`config.mk`:
```
export PLATFORM = sky130hd
export DESIGN_NAME = rbfl_front
export DESIGN_NICKNAME = d
export VERILOG_FILES = /design/src/hw/rtl/rbfl_pkg.sv /design/src/hw/rtl/rbfl_fifo.sv /design/src/hw/rtl/rbfl_front.sv
export SDC_FILE = /design/constraint.sdc
export NUM_CORES = 1
export LEC_CHECK = 0
export ABC_AREA = 0
export BUFFER_PORTS_ARGS = -buffer_cell sky130_fd_sc_hd__buf_2
export CORE_ASPECT_RATIO = 1.1
export CORE_MARGIN = 2
export CORE_UTILIZATION = 54
export DETAILED_ROUTE_END_ITERATION = 16
export GPL_ROUTABILITY_DRIVEN = 0
export GPL_TIMING_DRIVEN = 1
export HOLD_SLACK_MARGIN = 0.03
export PLACE_DENSITY = 0.83
export SKIP_CTS_REPAIR_TIMING = 1
export SLEW_MARGIN = 20
export SYNTH_ARGS = -nofsm -noshare
export SYNTH_HDL_FRONTEND = slang
export SYNTH_SLANG_ARGS = --single-unit
```
`constraint.sdc`:
```
create_clock -name clk -period 3.39 [get_ports clk]
set_input_delay 0.8475 -clock clk [delete_from_list [all_inputs] [get_ports clk]]
set_output_delay 0.8475 -clock clk [all_outputs]
set_load 0.01 [all_outputs]
```
`src/hw/rtl/rbfl_pkg.sv`:
```
package rbfl_pkg;

	localparam int unsigned MAX_BUFFERS_DEF = 1024;
	localparam int unsigned COUNT_BITS_DEF  = 8;
	localparam int unsigned POOL_SIZE_RESET = 1024;
	localparam int unsigned QUEUE_DEPTH     = 2;

	typedef enum logic [1:0] {
		CMD_GET     = 2'd0,
		CMD_SHARE   = 2'd1,
		CMD_RELEASE = 2'd2,
		CMD_NOP     = 2'd3
	} cmd_t;

	typedef enum logic [2:0] {
		ST_OK       = 3'd0,
		ST_EMPTY    = 3'd1,
		ST_FULL     = 3'd2,
		ST_RANGE    = 3'd3,
		ST_OVERFLOW = 3'd4,
		ST_NOT_HELD = 3'd5
	} status_t;

	// work classes decided by the front end
	typedef enum logic [2:0] {
		OP_GET,
		OP_SHARE,
		OP_RELEASE,
		OP_RANGE,
		OP_NOP
	} op_kind_t;

	typedef enum logic [1:0] {
		ENG_CLEAR,
		ENG_FETCH,
		ENG_EXEC
	} eng_state_t;

endpackage

```
`src/hw/rtl/rbfl_fifo.sv`:
```
module rbfl_fifo #(
	parameter int unsigned WIDTH = 8,
	parameter int unsigned DEPTH = rbfl_pkg::QUEUE_DEPTH
) (
	input  logic             clk,
	input  logic             arst_n,
	input  logic             push,
	input  logic [WIDTH-1:0] din,
	output logic             full,
	input  logic             pop,
	output logic [WIDTH-1:0] dout,
	output logic             empty
);
	import rbfl_pkg::*;

	localparam int unsigned PTR_W = (DEPTH > 1) ? $clog2(DEPTH) : 1;
	localparam int unsigned CNT_W = $clog2(DEPTH + 1);

	logic [WIDTH-1:0] slot_q [DEPTH];
	logic [PTR_W-1:0] wr_ptr_q, rd_ptr_q;
	logic [CNT_W-1:0] count_q;
	logic             do_push, do_pop;

	assign full    = (count_q == CNT_W'(DEPTH));
	assign empty   = (count_q == '0);
	assign do_push = push && !full;
	assign do_pop  = pop && !empty;
	assign dout    = slot_q[rd_ptr_q];

	always_ff @(posedge clk) begin
		if (do_push) begin
			slot_q[wr_ptr_q] <= din;
		end
	end

	always_ff @(posedge clk or negedge arst_n) begin
		if (!arst_n) begin
			wr_ptr_q <= '0;
			rd_ptr_q <= '0;
			count_q  <= '0;
		end else begin
			if (do_push) begin
				wr_ptr_q <= (wr_ptr_q == PTR_W'(DEPTH - 1)) ? '0 : wr_ptr_q + PTR_W'(1);
			end
			if (do_pop) begin
				rd_ptr_q <= (rd_ptr_q == PTR_W'(DEPTH - 1)) ? '0 : rd_ptr_q + PTR_W'(1);
			end
			if (do_push && !do_pop) begin
				count_q <= count_q + CNT_W'(1);
			end else if (do_pop && !do_push) begin
				count_q <= count_q - CNT_W'(1);
			end
		end
	end

endmodule

```
`src/hw/rtl/rbfl_front.sv`:
```
module rbfl_front #(
	parameter int unsigned IDX_W  = 10,
	parameter int unsigned SIZE_W = 11
) (
	input  logic                  clk,
	input  logic                  arst_n,
	input  logic                  push,
	output logic                  full,
	input  logic [1:0]            command,
	input  logic [IDX_W-1:0]      packet_index,
	input  logic [SIZE_W-1:0]     pool_size,
	input  logic                  hold,
	output logic                  op_valid,
	input  logic                  op_pop,
	output rbfl_pkg::op_kind_t    op_kind,
	output logic [IDX_W-1:0]      op_index
);
	import rbfl_pkg::*;

	localparam int unsigned KIND_W = $bits(op_kind_t);
	localparam int unsigned OP_W   = KIND_W + IDX_W;

	op_kind_t        kind_in;
	logic            in_range;
	logic            q_full, q_empty;
	logic [OP_W-1:0] q_dout;

	assign in_range = ({1'b0, packet_index} < pool_size);

	always_comb begin
		unique case (cmd_t'(command))
			CMD_GET:     kind_in = OP_GET;
			CMD_SHARE:   kind_in = in_range ? OP_SHARE : OP_RANGE;
			CMD_RELEASE: kind_in = in_range ? OP_RELEASE : OP_RANGE;
			CMD_NOP:     kind_in = OP_NOP;
			default:     kind_in = OP_NOP;
		endcase
	end

	// no transfer while the engine is sweeping the memories
	assign full = q_full || hold;

	rbfl_fifo #(
		.WIDTH (OP_W),
		.DEPTH (QUEUE_DEPTH)
	) u_op_q (
		.clk   (clk),
		.arst_n(arst_n),
		.push  (push && !full),
		.din   ({kind_in, packet_index}),
		.full  (q_full),
		.pop   (op_pop),
		.dout  (q_dout),
		.empty (q_empty)
	);

	assign op_valid = !q_empty;
	assign op_kind  = op_kind_t'(q_dout[OP_W-1 -: KIND_W]);
	assign op_index = q_dout[IDX_W-1:0];

endmodule

```
# --- Yosys cells after proc, flatten, opt, wreduce, memory -nomap -nowiden ---
# Memory sizes are Yosys's and may differ from the RTL's.
# Cells that the tools add are included.
op_classes:
  add_sub_neg: 4
  order_cmp: 1
  n_eq_ne: 4
  muxes: 9
  n_reduce_logical: 14
ops:
  columns: ["op", "count"]
  rows:
  - ["$pmux W3 S4", 1]
  - ["$lt A10 B11 Y1", 1]
  - ["$eq A2 B2 Y1 const B", 3]
  - ["$mux W2", 3]
  - ["$logic_and A1 B1 Y1", 5]
  - ["$logic_not A1 Y1", 5]
  - ["$mux W1", 5]
  - ["$logic_not A2 Y1", 2]
  - ["$add A1 B1 Y1 const B", 2]
  - ["$add A2 B1 Y2 const B", 1]
  - ["$eq A2 B1 Y1 const B", 1]
  - ["$reduce_bool A2 Y1", 1]
  - ["$sub A2 B1 Y2 const B", 1]
  - ["$logic_or A1 B1 Y1", 1]
totals:
  register_bits: 4
  ramBits: 26
  input_bits: 28
  out_inout_bits: 15
  elab_cells: 36
  mem_count: 1
mem_list:
  columns: ["name", "depth", "word_bits", "rd", "rd_ports_with_merged_regs", "write_ports", "line_no", "source"]
  rows:
  - ["u_op_q.slot_q", 2, 13, 1, 0, 1, "rbfl_fifo.sv:19", "logic [WIDTH-1:0] slot_q [DEPTH];"]

# --- Depth between registers and ports, before layout ---
depth:
  ltp_word: 9
  depth_mapped: 8
  ltp_nobuf: 8

# --- Cells and area by module ---
# Synthesis repeated with hierarchy kept, for this count alone.
unflattened:
  cells_unflattened: 104
  hier_area_um2: 1466.4
modules_own_cells:
  columns: ["module", "n_inst", "cells_each", "area_per_inst_um2", "seq_area_each_um2"]
  rows:
  - ["rbfl_fifo", 1, 59, 1168.6, 880.8]
  - ["rbfl_front", 1, 45, 297.8, 0.0]

# --- Worst setup path after synthesis ---
# Ideal clock, no wire load.
synth_path:
  kind: "input-to-reg"
  startpoint: "input hold"
  endpoint: "memory u_op_q.slot_q[0][0] (netlist bit) (enable)"
  setup_ns: 0.382
  t_arrival_ns: 1.666
  required_time_ns: 3.008
  setup_slack_ns: 1.341
  cell_stages: 3
  path_buffers: 0
  cell_sequence: "a21oi_2 nand2_2 nor2_1"
synth_between:
  elab_chain_cells: 6
synth_lines:
  columns: ["item", "line_no", "source"]
  rows:
  - ["from (decl)", "rbfl_front.sv:12", "input logic hold,"]
  - ["$logic_or A1 B1 Y1", "rbfl_front.sv:41", "assign full = q_full || hold;"]
  - ["$logic_not A1 Y1", "rbfl_front.sv:49", ".push (push && !full),"]
  - ["$logic_and A1 B1 Y1", "rbfl_front.sv:49", null]
  - ["$logic_and A1 B1 Y1", "rbfl_fifo.sv:26", "assign do_push = push && !full;"]
  - ["$mux W1", "rbfl_fifo.sv:31", "if (do_push) begin"]
  - ["$mux W1 (not written as such)", "rbfl_fifo.sv:32", "slot_q[wr_ptr_q] <= din;"]
  - ["to (decl)", "rbfl_fifo.sv:19", null]
# No other way between the ends.

# --- Final worst setup path ---
layout_path:
  startpoint: "register u_op_q.rd_ptr_q"
  endpoint: "output op_kind[1]"
layout_between:
  elab_chain_cells: 1
layout_lines:
  columns: ["item", "line_no", "source"]
  rows:
  - ["from (decl)", "rbfl_fifo.sv:20", "logic [PTR_W-1:0] wr_ptr_q, rd_ptr_q;"]
  - ["from (signal assigned)", "rbfl_fifo.sv:46", "rd_ptr_q <= (rd_ptr_q == PTR_W'(DEPTH - 1)) ? '0 : rd_ptr_q + PTR_W'(1);"]
  - ["$mem_v2 Z2 W13", null, null]
  - ["to (decl)", "rbfl_front.sv:15", "output rbfl_pkg::op_kind_t op_kind,"]
# No other way between the ends.

==> impl_metrics.toml <==
[sta]
tightest_slew_ns = 0.588
layout_worst_path_cycle_share = 0.720
skew_ns = 0.00766
relSlewSlack = 0.608
rsz0062_at_grt = "no"
period_minus_slack_ns = 2.44
hold_viol = 0
setup_tns_ns = 0
timing.hold.ws_ns = 0.311
fmax_ghz = 0.410
final_max_slew_viol_count = 0
setup_violations = 0

[worst_setup_path]
worst-r2r-setup-slack_ns = 1.78
worstSetupPathType = "flop to output port"
r2r-start = "u_op_q.count_q[0]"
startpoint = "u_op_q.rd_ptr_q"
max_stage_delay_ns = 0.72
critPathSlowestCell = "dfrtp_1"
endpoint = "op_kind[1]"
end_kind = "output port"
cp_data_required_time_ns = 2.54
worstPathArrival_ns = 1.59
worstPathMaxFanout = 14
startpoint_type = "flop"
r2r_end = "u_op_q.slot_q[0][4]"
reg2reg_depth = 5
crit_chain = "mux2_2, buf_2"

[global_routing]
grt-ovfl-total = 0
antenna_found_initial = 0
grt_start_max_net_pins = 15
first_global_vias = 867
grt_pass1_wl_um = 3550
grt_use_total = 0.164

[yosys]
syn_area_um2 = 1440
seq_area_frac_synth = 0.612
syn_avg_cell_area_um2 = 14.0
synth-seq-cells = 30
ys_warn_count = 0
syn_inst = 103
ys_top_cells_by_area = "edfxtp_1, mux2_2, ha_1"
syn-num-nets = 141
synth_top_cell_area_share = 0.542
ys_types = 26
yosysTopAreaCell = "edfxtp_1"

[floorplanning]
rows = 19
die_w_um = 53.2
start_util = 0.571
die_area_um2 = 3100
fp.dieH_um = 58.2
ioPinCount = 43
coreArea_um2 = 2520

[cells_and_area]
multi_input_area_um2 = 503
final_net_count = 190
postLayoutCellArea_um2 = 1730
n_antenna_cell = 0
num-fill-cells = 203
final_cells = 183
regArea_um2 = 881
syn2layout_area_growth_pct = 20.2
drive_above_1_share = 0.441

[place]
hpwl_um = 1830
placed_area_um2 = 1690
placed_cells = 176
portBuffers = 42

[power_and_ir_drop]
power.density_nw_per_um2 = 606
leakagePower_nw = 0.777
vdd_ir_drop_max_mv = 0.422
finalPower_mw = 1.05

[clock_network]
htreeDepth = 2
cts_inserted_buffers = 5
clockBufferDepth = 2
cts_sinks = 30
root_buffer = "clkbuf_4"
clkSlewWorstSetupHoldPaths_ns = 0.08
cts_tree = "done"
insertion_delay_ns = 0.32

[run_status]
status = "finished, final reports clean"

[detailed_routing]
wire_per_inst_um = 12.4
wl_um = 2280
drtIter0Drc = 24
via_per_inst = 4.95
antenna_left = 0
vias = 905
firstDrtPassIters = 4
drc = 0

[run]
max_cap_viol_count = 0

[min_path]
min_path_type = "input pin to asynchronous set/reset pin"
==> cell type report <==
type | instances | share of cell area
flip-flops and latches | 30 | 0.509
inverters | 12 | 0.0260
multi-input cells | 60 | 0.291
well taps | 31 | 0.0224
repair buffers | 43 | 0.126
clock buffers | 7 | 0.0260
==> cells in the final DEF, fill, tap and decap left out <==
master and n:
buf_4 1, or2_4 1, xnor2_2 1, inv_2 1
and4b_1 1, clkbuf_4 5, o21ai_0 3, and2b_1 1
xor2_1 2, and3_1 1, inv_1 11, buf_2 42
a21oi_2 1, xnor2_1 2, nand2_2 2, dfrtp_1 4
ha_1 10, nor3b_1 1, clkbuf_1 2, a21o_1 2
nor2b_1 2, nor2_1 4, a21oi_1 5, nand2_1 5
and2_1 1, mux2_2 13, o21ai_1 1, edfxtp_1 26
a31oi_1 1
==> registers in the layout, indices dropped and copies added (netlist names) <==
register / flops
u_op_q.wr_ptr_q: 1
u_op_q.count_q: 2
u_op_q.slot_q: 26
u_op_q.rd_ptr_q: 1
==> synthesized netlist by cell type <==
library cell	number
inv_2	1
buf_6	1
a21oi_1	5
o21ai_1	1
nor3b_1	1
mux2_2	13
and2b_1	1
o21ai_0	3
and3_1	1
nand2_1	5
a31oi_1	1
and2_1	1
xnor2_2	1
or2_4	1
xor2_1	2
a21oi_2	1
ha_1	10
nor2b_1	2
nor2_1	4
a21o_1	2
edfxtp_1	26
inv_1	11
dfrtp_1	4
nand2_2	2
xnor2_1	2
and4b_1	1
==> stage by stage <==
| step | utilization | worst slack, ns |
|---|---|---|
| after global routing | 0.687 | 0.853 |
| final | 0.687 | 0.949 |
| after global placement | 0.669 | 1.27 |
| after CTS | 0.687 | 0.911 |
| after detailed placement | 0.669 | 1.24 |
| after floorplan | - | 1.34 |
==> worst max-delay path, delay by kind of cell (launching register included) <==
kind     cells  cell delay (ns)
buf+inv      1             0.14
flops        1             0.72
mux          1             0.40
==> routing by layer <==
metal / routed length (um) / global-route usage
met1: 961 / 0.188
met2: 1120 / 0.272
met3: 156 / 0.0541
met4: 38 / 0.0769
met5: 0 / 0
==> logic make-up (layout without fill, tap and decap cells) <==
family                     after synthesis  after routing  share of synthesized area
muxes                                   13             13                      0.102
and+or+nand+nor                         19             19                     0.0730
xor gates and xnor gates                 5              5                     0.0356
DFF                                     30             30                      0.612
AOI/OAI and AO/OA                       13             13                     0.0521
buffers and inverters                   13             62                     0.0391
adders and majority gates               10             10                     0.0869
==> power breakdown <==
part	switching [mW]	internal (mW)
Combinational	0.147	0.182
Clock	0.105	0.0780
Sequential	0.0643	0.472
Total	0.316	0.732
==> worst min-delay path by stage <==
| stage | to | slack [ns] | cells after the start |
|---|---|---|---|
| 2_1_floorplan | u_op_q.count_q[1] | 0.49 | 1 |
| 3_5_place_dp | u_op_q.count_q[1] | 0.51 | 1 |
| 6_report | u_op_q.rd_ptr_q | 0.31 | 1 |
| 5_1_grt | u_op_q.rd_ptr_q | 0.30 | 1 |
| 4_1_cts | u_op_q.rd_ptr_q | 0.30 | 1 |
| 3_3_place_gp | u_op_q.wr_ptr_q | 0.50 | 1 |
No activity file was read; power rests on OpenSTA's default activity.
