==> src/hw/rtl/rbfl_pkg.sv <==
package rbfl_pkg;

	localparam int unsigned MAX_BUFFERS_DEF = 1024;
	localparam int unsigned COUNT_BITS_DEF  = 8;
	localparam int unsigned POOL_SIZE_RESET = 1024;
	localparam int unsigned QUEUE_DEPTH     = 2;

	typedef enum logic [1:0] {
		CMD_GET     = 2'd0,
		CMD_SHARE   = 2'd1,
		CMD_RELEASE = 2'd2,
		CMD_NOP     = 2'd3
	} cmd_t;

	typedef enum logic [2:0] {
		ST_OK       = 3'd0,
		ST_EMPTY    = 3'd1,
		ST_FULL     = 3'd2,
		ST_RANGE    = 3'd3,
		ST_OVERFLOW = 3'd4,
		ST_NOT_HELD = 3'd5
	} status_t;

	// work classes decided by the front end
	typedef enum logic [2:0] {
		OP_GET,
		OP_SHARE,
		OP_RELEASE,
		OP_RANGE,
		OP_NOP
	} op_kind_t;

	typedef enum logic [1:0] {
		ENG_CLEAR,
		ENG_FETCH,
		ENG_EXEC
	} eng_state_t;

endpackage

==> src/hw/rtl/rbfl_fifo.sv <==
module rbfl_fifo #(
	parameter int unsigned WIDTH = 8,
	parameter int unsigned DEPTH = rbfl_pkg::QUEUE_DEPTH
) (
	input  logic             clk,
	input  logic             arst_n,
	input  logic             push,
	input  logic [WIDTH-1:0] din,
	output logic             full,
	input  logic             pop,
	output logic [WIDTH-1:0] dout,
	output logic             empty
);
	import rbfl_pkg::*;

	localparam int unsigned PTR_W = (DEPTH > 1) ? $clog2(DEPTH) : 1;
	localparam int unsigned CNT_W = $clog2(DEPTH + 1);

	logic [WIDTH-1:0] slot_q [DEPTH];
	logic [PTR_W-1:0] wr_ptr_q, rd_ptr_q;
	logic [CNT_W-1:0] count_q;
	logic             do_push, do_pop;

	assign full    = (count_q == CNT_W'(DEPTH));
	assign empty   = (count_q == '0);
	assign do_push = push && !full;
	assign do_pop  = pop && !empty;
	assign dout    = slot_q[rd_ptr_q];

	always_ff @(posedge clk) begin
		if (do_push) begin
			slot_q[wr_ptr_q] <= din;
		end
	end

	always_ff @(posedge clk or negedge arst_n) begin
		if (!arst_n) begin
			wr_ptr_q <= '0;
			rd_ptr_q <= '0;
			count_q  <= '0;
		end else begin
			if (do_push) begin
				wr_ptr_q <= (wr_ptr_q == PTR_W'(DEPTH - 1)) ? '0 : wr_ptr_q + PTR_W'(1);
			end
			if (do_pop) begin
				rd_ptr_q <= (rd_ptr_q == PTR_W'(DEPTH - 1)) ? '0 : rd_ptr_q + PTR_W'(1);
			end
			if (do_push && !do_pop) begin
				count_q <= count_q + CNT_W'(1);
			end else if (do_pop && !do_push) begin
				count_q <= count_q - CNT_W'(1);
			end
		end
	end

endmodule

==> config.mk <==
export PLATFORM = sky130hd
export DESIGN_NAME = rbfl_fifo
export DESIGN_NICKNAME = d
export VERILOG_FILES = /design/src/hw/rtl/rbfl_pkg.sv /design/src/hw/rtl/rbfl_fifo.sv
export SDC_FILE = /design/constraint.sdc
export NUM_CORES = 1
export LEC_CHECK = 0
export BUFFER_PORTS_ARGS = -buffer_cell sky130_fd_sc_hd__buf_2
export CORE_MARGIN = 2
export CORE_UTILIZATION = 30
export DETAILED_ROUTE_END_ITERATION = 6
export SYNTH_ARGS = -nofsm -noshare
export SYNTH_HDL_FRONTEND = slang
export SYNTH_SLANG_ARGS = --single-unit
==> constraint.sdc <==
create_clock -name clk -period 1.8 [get_ports clk]
set_input_delay 0 -clock clk [delete_from_list [all_inputs] [get_ports clk]]
set_output_delay 0 -clock clk [all_outputs]
set_load 0.1 [all_outputs]
Word-level counts from Yosys, hierarchy flattened

Memory sizes are Yosys's and may differ from the RTL's.
Index checks and enable logic that the tools add are counted.

Bits in registers: 4
Bits in writable memories: 16
Output and inout port bits: 10
Word-level logic and storage cells: 25
Memories: 1

Memory list:

| memory | depth | width | read ports | clocked after memory_dff | write ports | RTL line        | text |
|---|---|---|---|---|---|---|---|
| slot_q | 2     | 8     | 1          | 0                        | 1           | rbfl_fifo.sv:19 | `logic [WIDTH-1:0] slot_q [DEPTH];` |

$add $sub $neg: 4
Equality and inequality tests: 1
Muxes and demuxes: 6
Reductions and logical operators: 10

Operators with widths:

| operator              | number |
|---|---|
| $logic_and A1 B1 Y1   | 4 |
| $logic_not A1 Y1      | 4 |
| $mux W1               | 4 |
| $mux W2               | 2 |
| $add A1 B1 Y1 const B | 2 |
| $add A2 B1 Y2 const B | 1 |
| $eq A2 B2 Y1 const B  | 1 |
| $logic_not A2 Y1      | 1 |
| $reduce_bool A2 Y1    | 1 |
| $sub A2 B1 Y2 const B | 1 |

Depth between registers and ports, before layout

Gate-level depths: netlist of run 1.

Depth after elaboration: 7
Depth in mapped cells: 7

Least setup slack after synthesis of run 1

OpenSTA, ideal clock, no wires.

Path type: reg-to-output
Start point: register count_q[0]
End point: output port empty
Arrival: 1.673 ns
Slack: 0.127 ns
Cell stages (with the launch flop): 2
Path through: dfrtp_1 nor2_1

Cells in the longest elaborated chain, start to end: 1

Ends and longest elaborated chain:

| item                   | RTL line        | text |
|---|---|---|
| start, declared        | rbfl_fifo.sv:21 | `logic [CNT_W-1:0] count_q;` |
| start signal, assigned | rbfl_fifo.sv:49 | `count_q <= count_q + CNT_W'(1);` |
| start signal, assigned | rbfl_fifo.sv:51 | `count_q <= count_q - CNT_W'(1);` |
| $logic_not A2 Y1       | rbfl_fifo.sv:25 | `assign empty = (count_q == '0);` |
| end, declared          | rbfl_fifo.sv:12 | `output logic empty` |

No other way between the ends.

Final worst setup path of run 1

Start point: register rd_ptr_q
End point: output port dout[7]

Cells in the longest elaborated chain, start to end: 1

Ends and longest elaborated chain:

| item                   | RTL line        | text |
|---|---|---|
| start, declared        | rbfl_fifo.sv:20 | `logic [PTR_W-1:0] wr_ptr_q, rd_ptr_q;` |
| start signal, assigned | rbfl_fifo.sv:46 | `rd_ptr_q <= (rd_ptr_q == PTR_W'(DEPTH - 1)) ? '0 : rd_ptr_q + PTR_W'(1);` |
| $mem_v2 Z2 W8          | n/a             |  |
| end, declared          | rbfl_fifo.sv:11 | `output logic [WIDTH-1:0] dout,` |

No other way between the ends.

==> results.toml, run 1 <==
[sta]
setup_viol = 0
finalHoldViolations = 0
rsz0062_at_grt = "false"
relSlewSlack_pct = 67.1
maxSlewViolCount = 0
tns_ns = 0
worst-slew-pin-transition_ns = 0.497
fin_crit_sh_pct = 86.2
fmax_mhz = 644
period_needed_ns = 1.55
fin_skew_ns = 0.00332

[clock_tree]
numCtsBuffers = 3
clock_latency_ns = 0.28
cts_tree = "done"
cts_sinks = 20
path_clk_slew_ns = 0.10
max-clock-path-buffers = 2
cts.htree.levels = 1
cts-root-buf = "clkbuf_4"

[detailed_routing]
drt-wirelength-per-cell_um = 11.4
firstDrtPassIters = 3
detail_route.vias_per_cell = 4.25
drc = 0
antenna_left = 0
vias = 459
wirelength_um = 1230
first_iter_violations = 3

[grt]
grt_pass1_wl_um = 1930
antenna_found_initial = 0
grt_max_degree = 11
gr-usage-met3_pct = 3.49
grt_pass1_vias = 478
grt.total_usage_pct = 9.54
use_met2_pct = 15.9
busiest_layer = "met2"
grt_remaining_overflow = 0
met1_usage_pct = 10.7

[logic_synthesis]
ys_top_cells_by_area = "edfxtp_1 61%, dfrtp_1 13%, mux2_1 8.6%"
synth_edf_count = 16
yosysSeqAreaShare_pct = 74.2
yosysTopAreaCellShare_pct = 61.4
yosysTopAreaCell = "edfxtp_1"
synth.distinct_cells = 15
yosysWarnings = 0
syn_inst = 44
avgSynthCellArea_sq_um = 17.8
syn-cell-area_sq_um = 782
synth_nets = 57
async_reset_ff_share_pct = 20.0
synth.most_common_cell = "edfxtp_1"
ys_seq_elements = 20
synth_commonest_cells = "16 x edfxtp_1, 6 x mux2_1, 4 x dfrtp_1"
synthFlopType = "edfxtp_1"

[floorplanning]
num_rows = 18
start_util_pct = 31.6
core_area_sq_mm = 0.00248
dieArea_sq_mm = 0.00303
fp.dieW_um = 55.1
pin_count = 22
dieHeight_um = 55.1

[setup_path]
required_ns = 1.80
path_cells = "mux2_2 -> buf_2"
startpoint_type = "flop"
cp_data_arrival_time_ns = 1.55
cp_slowest_cell = "dfrtp_1"
critical_path.max_fanout = 9
max_stage_delay_ns = 0.60
endpoint_kind = "output port"
critical_path_class = "flop to output port"

[hold_path]
hold_path_class = "input pin to asynchronous set/reset pin"

[run]
maxCapViolations = 0

[layout]
area_delta_synth_final_pct = 34.2
n_antenna_cell = 0
nets = 93
drive_gt1_share_pct = 37.2

[placed_design]
gp_congestion = 0.634
port_buffers = 21
hpwl_um = 893

[outcome]
status = "finished, final reports clean"
==> metrics by stage <==
| stage | hold WS [ns] | util [%] | instances | worst slack (ns) | instance area [sq um] |
|---|---|---|---|---|---|
| after floorplan | -0.296 | - | 44 | 0.127 | 782 |
| after global placement | -0.186 | 37.4 | 95 | 0.386 | 927 |
| after detailed placement | -0.186 | 37.4 | 95 | 0.352 | 927 |
| after CTS | 0.0233 | 42.4 | 108 | 0.223 | 1050 |
| after global routing | 0.0222 | 42.4 | 108 | 0.157 | 1050 |
| final | 0.0406 | 42.4 | 108 | 0.248 | 1050 |
==> final timing paths <==
check                           start    endpoint  slack [ns]  cells after the start
setup / recovery             rd_ptr_q     dout[7]        0.25                      2
hold / removal                 arst_n  count_q[0]        0.04                      2
setup reg to reg           count_q[0]  count_q[1]        0.31                      7
hold reg to reg              wr_ptr_q    wr_ptr_q        0.53                      1
max in group asynchronous      arst_n    wr_ptr_q        1.64                      2
min in group clk                  pop    rd_ptr_q        0.04                      3
==> flip-flops by register name, indices dropped and copies added (netlist names) <==
| register | count |
|---|---|
| slot_q | 16 |
| count_q | 2 |
| rd_ptr_q | 1 |
| wr_ptr_q | 1 |
==> cell type report <==
| cell class | instances | area (sq um) |
|---|---|---|
| Sequential cell | 20 | 581 |
| Multi-Input combinational cell | 21 | 189 |
| Timing Repair Buffer | 32 | 213 |
| Fill cell | 237 | 1430 |
| Inverter | 2 | 7.51 |
| Clock buffer | 3 | 22.5 |
| Tap cell | 30 | 37.5 |
==> metal layers <==
metal / wire length (um) / part of all wire [%] / vias up
met4: 0 / 0 / 0
met2: 571 / 47 / 17
met1: 559 / 46 / 213
met3: 95 / 7.7 / 0
met5: 0 / 0 / -
li1: - / - / 229
==> critical path, delay by kind of cell, from the launching register on <==
| kind | cells | cell delay, ns |
|---|---|---|
| flip-flops | 1 | 0.60 |
| multiplexers | 1 | 0.38 |
| buffers and inverters | 1 | 0.29 |
==> cell usage in the layout (no fill, tap or decap), drive strengths merged <==
cell type | netlist | final
o21ai | 1 | 1
buf | 1 | 22
nand2b | 1 | 1
and3 | 1 | 1
ha | 1 | 1
nand2 | 1 | 1
dlygate4sd3 | 0 | 10
inv | 2 | 2
edfxtp | 16 | 16
clkbuf | 0 | 3
xnor2 | 3 | 3
dfrtp | 4 | 4
xor2 | 2 | 2
nor2 | 3 | 3
mux2 | 8 | 8
==> cell families (layout without fill, tap and decap cells) <==
group | after synthesis | in the layout | share of synthesized area, %
DFF | 20 | 20 | 74.2
muxes | 8 | 8 | 11.5
and+or+nand+nor | 6 | 6 | 3.84
xor gates and xnor gates | 5 | 5 | 6.56
buffers and inverters | 3 | 37 | 1.60
adders and majority gates | 1 | 1 | 1.60
AOI/OAI and AO/OA | 1 | 1 | 0.639
==> what timing repair did <==
| action | CTS | global route |
|---|---|---|
| gates resized for setup | 0 | 0 |
| hold buffers | 10 | 0 |
| buffers inserted | 0 | 0 |
| hold endpoints to repair | 21 | 0 |
Power of run 1 is left out: the tool's default activity adds up to more than one toggle a clock period on the data nets, which glitch-free logic cannot reach.
==> inputs of run 2 (changes only) <==
Settings changed: ABC_AREA from default to 1.
==> results.toml, run 2 <==
[outcome]
status = "finished, final reports clean"

[floorplanning]
num_rows = 18
dieArea_sq_mm = 0.00313
dieHeight_um = 55.9
pin_count = 22
core_area_sq_mm = 0.00252
start_util_pct = 32.1
fp.dieW_um = 55.9

[detailed_routing]
detail_route.vias_per_cell = 4.20
firstDrtPassIters = 4
drc = 0
vias = 579
drt-wirelength-per-cell_um = 10.1
antenna_left = 0
wirelength_um = 1400
first_iter_violations = 16

[grt]
met1_usage_pct = 12.6
grt_max_degree = 13
grt_pass1_vias = 488
use_met2_pct = 14.1
busiest_layer = "met2"
grt.total_usage_pct = 9.26
antenna_found_initial = 0
gr-usage-met3_pct = 2.09
grt_pass1_wl_um = 2200
grt_remaining_overflow = 0

[clock_tree]
cts-root-buf = "clkbuf_4"
numCtsBuffers = 3
max-clock-path-buffers = 2
cts_sinks = 20
cts_tree = "done"
cts.htree.levels = 1
clock_latency_ns = 0.30
path_clk_slew_ns = 0.12

[sta]
fin_skew_ns = 0.0128
setup_viol = 0
relSlewSlack_pct = 67.9
period_needed_ns = 1.58
maxSlewViolCount = 0
worst-slew-pin-transition_ns = 0.484
rsz0062_at_grt = "false"
fmax_mhz = 633
whs_ns = 0.00906
fin_crit_sh_pct = 87.8
tns_ns = 0
finalHoldViolations = 0

[logic_synthesis]
synth_commonest_cells = "33 x nand2_1, 16 x edfxtp_1, 7 x inv_1"
synth.most_common_cell = "nand2_1"
synth.distinct_cells = 14
async_reset_ff_share_pct = 20.0
yosysTopAreaCellShare_pct = 59.4
avgSynthCellArea_sq_um = 11.1
yosysWarnings = 0
syn_inst = 73
yosysTopAreaCell = "edfxtp_1"
yosysSeqAreaShare_pct = 71.7
ys_top_cells_by_area = "edfxtp_1 59%, nand2_1 15%, dfrtp_1 12%"
synth_nets = 86
synthFlopType = "edfxtp_1"
synth_edf_count = 16
syn-cell-area_sq_um = 810
ys_seq_elements = 20

[setup_path]
r2r-start = "count_q[0]"
startpoint_type = "flop"
critical_path_class = "flop to output port"
r2r_end = "count_q[1]"
cp_data_arrival_time_ns = 1.58
endpoint_kind = "output port"
cp_slowest_cell = "dfrtp_1"
crit_buf_inv = 2
critPathTopFamily = "buffers and inverters"
path_cells = "inv_2 -> nand2_1 -> nand2_1 -> buf_2"
critical_path.max_fanout = 10
max_stage_delay_ns = 0.52
r2r_slack_ns = 0.33
r2r_cells = 6
required_ns = 1.80
cpMostUsedCell = "nand2_1"

[layout]
largest_reg_flops = 16
area_delta_synth_final_pct = 37.7
regMostFlops = "slot_q"
nets = 122
n_antenna_cell = 0
fin_area_sq_mm = 0.00111
layout_common_cells = "33 x nand2_1, 21 x buf_2, 16 x edfxtp_1"
drive_gt1_share_pct = 27.8
fill_cells = 263
largestRegisters = "slot_q x16, count_q x2"
final_common_cell = "nand2_1"

[run]
maxCapViolations = 0

[placed_design]
hpwl_um = 995
gp_congestion = 0.758
dpl_cell_area_sq_um = 962
port_buffers = 21

[hold_path]
hold_path_class = "input pin to asynchronous set/reset pin"
==> run 2: worst max path at each step <==
stage / start / endpoint / slack, ns / cells past startpoint
after floorplan: count_q[0] / count_q[1] / 0.09 / 7
after global placement: count_q[0] / count_q[1] / 0.39 / 6
after detailed placement: count_q[0] / count_q[1] / 0.38 / 6
after CTS: rd_ptr_q / dout[2] / 0.17 / 4
after global routing: rd_ptr_q / dout[7] / 0.1 / 4
final: rd_ptr_q / dout[2] / 0.22 / 4
==> run 2: cell families after synthesis <==
| kind of cell | share of synthesized area [%] |
|---|---|
| AOI/OAI and AO/OA | 1.24 |
| xor gates and xnor gates | 1.08 |
| adders and majority gates | 1.55 |
| buffers and inverters | 4.33 |
| DFF | 71.7 |
| and+or+nand+nor | 20.1 |
==> run 2: area by class of cell <==
class | instances | area (sq um) | area share [%]
inverter | 8 | 30.0 | 2.69
sequential | 20 | 581 | 52.1
multi-input combinational | 44 | 201 | 18.1
clock inverter | 1 | 30.0 | 2.69
tap | 30 | 37.5 | 3.37
timing repair buffer | 32 | 213 | 19.1
clock buffer | 3 | 22.5 | 2.02
==> run 2: routing by layer <==
layer  share of wire (%)  vias up
li1                    -      308
met1                  48      257
met2                  46       14
met3                 5.4        0
met4                   0        0
met5                   0        -
==> run 2: worst register-to-register path: stages, from the launching register on <==
cell	delay (ns)
dfrtp_1	0.50
o21ai_0	0.30
ha_1	0.31
inv_1	0.08
nand3_1	0.07
nand2_1	0.06
nand2_1	0.05
==> run 2: stage by stage <==
step | worst slack (ns) | cells | utilization (%)
3_5_place_dp | 0.378 | 124 | 38.1
2_1_floorplan | 0.0883 | 73 | -
3_3_place_gp | 0.393 | 124 | 38.1
6_report | 0.219 | 138 | 44.2
4_1_cts | 0.172 | 138 | 44.2
5_1_grt | 0.0956 | 138 | 44.2
==> run 2: timing repair <==
| action | in CTS | in global routing |
|---|---|---|
| buffers inserted | 0 | 0 |
| endpoints found under the hold margin | 21 | 0 |
| hold buffers | 10 | 0 |
| resized for setup | 0 | 0 |
Power of run 2 is left out for the same reason.
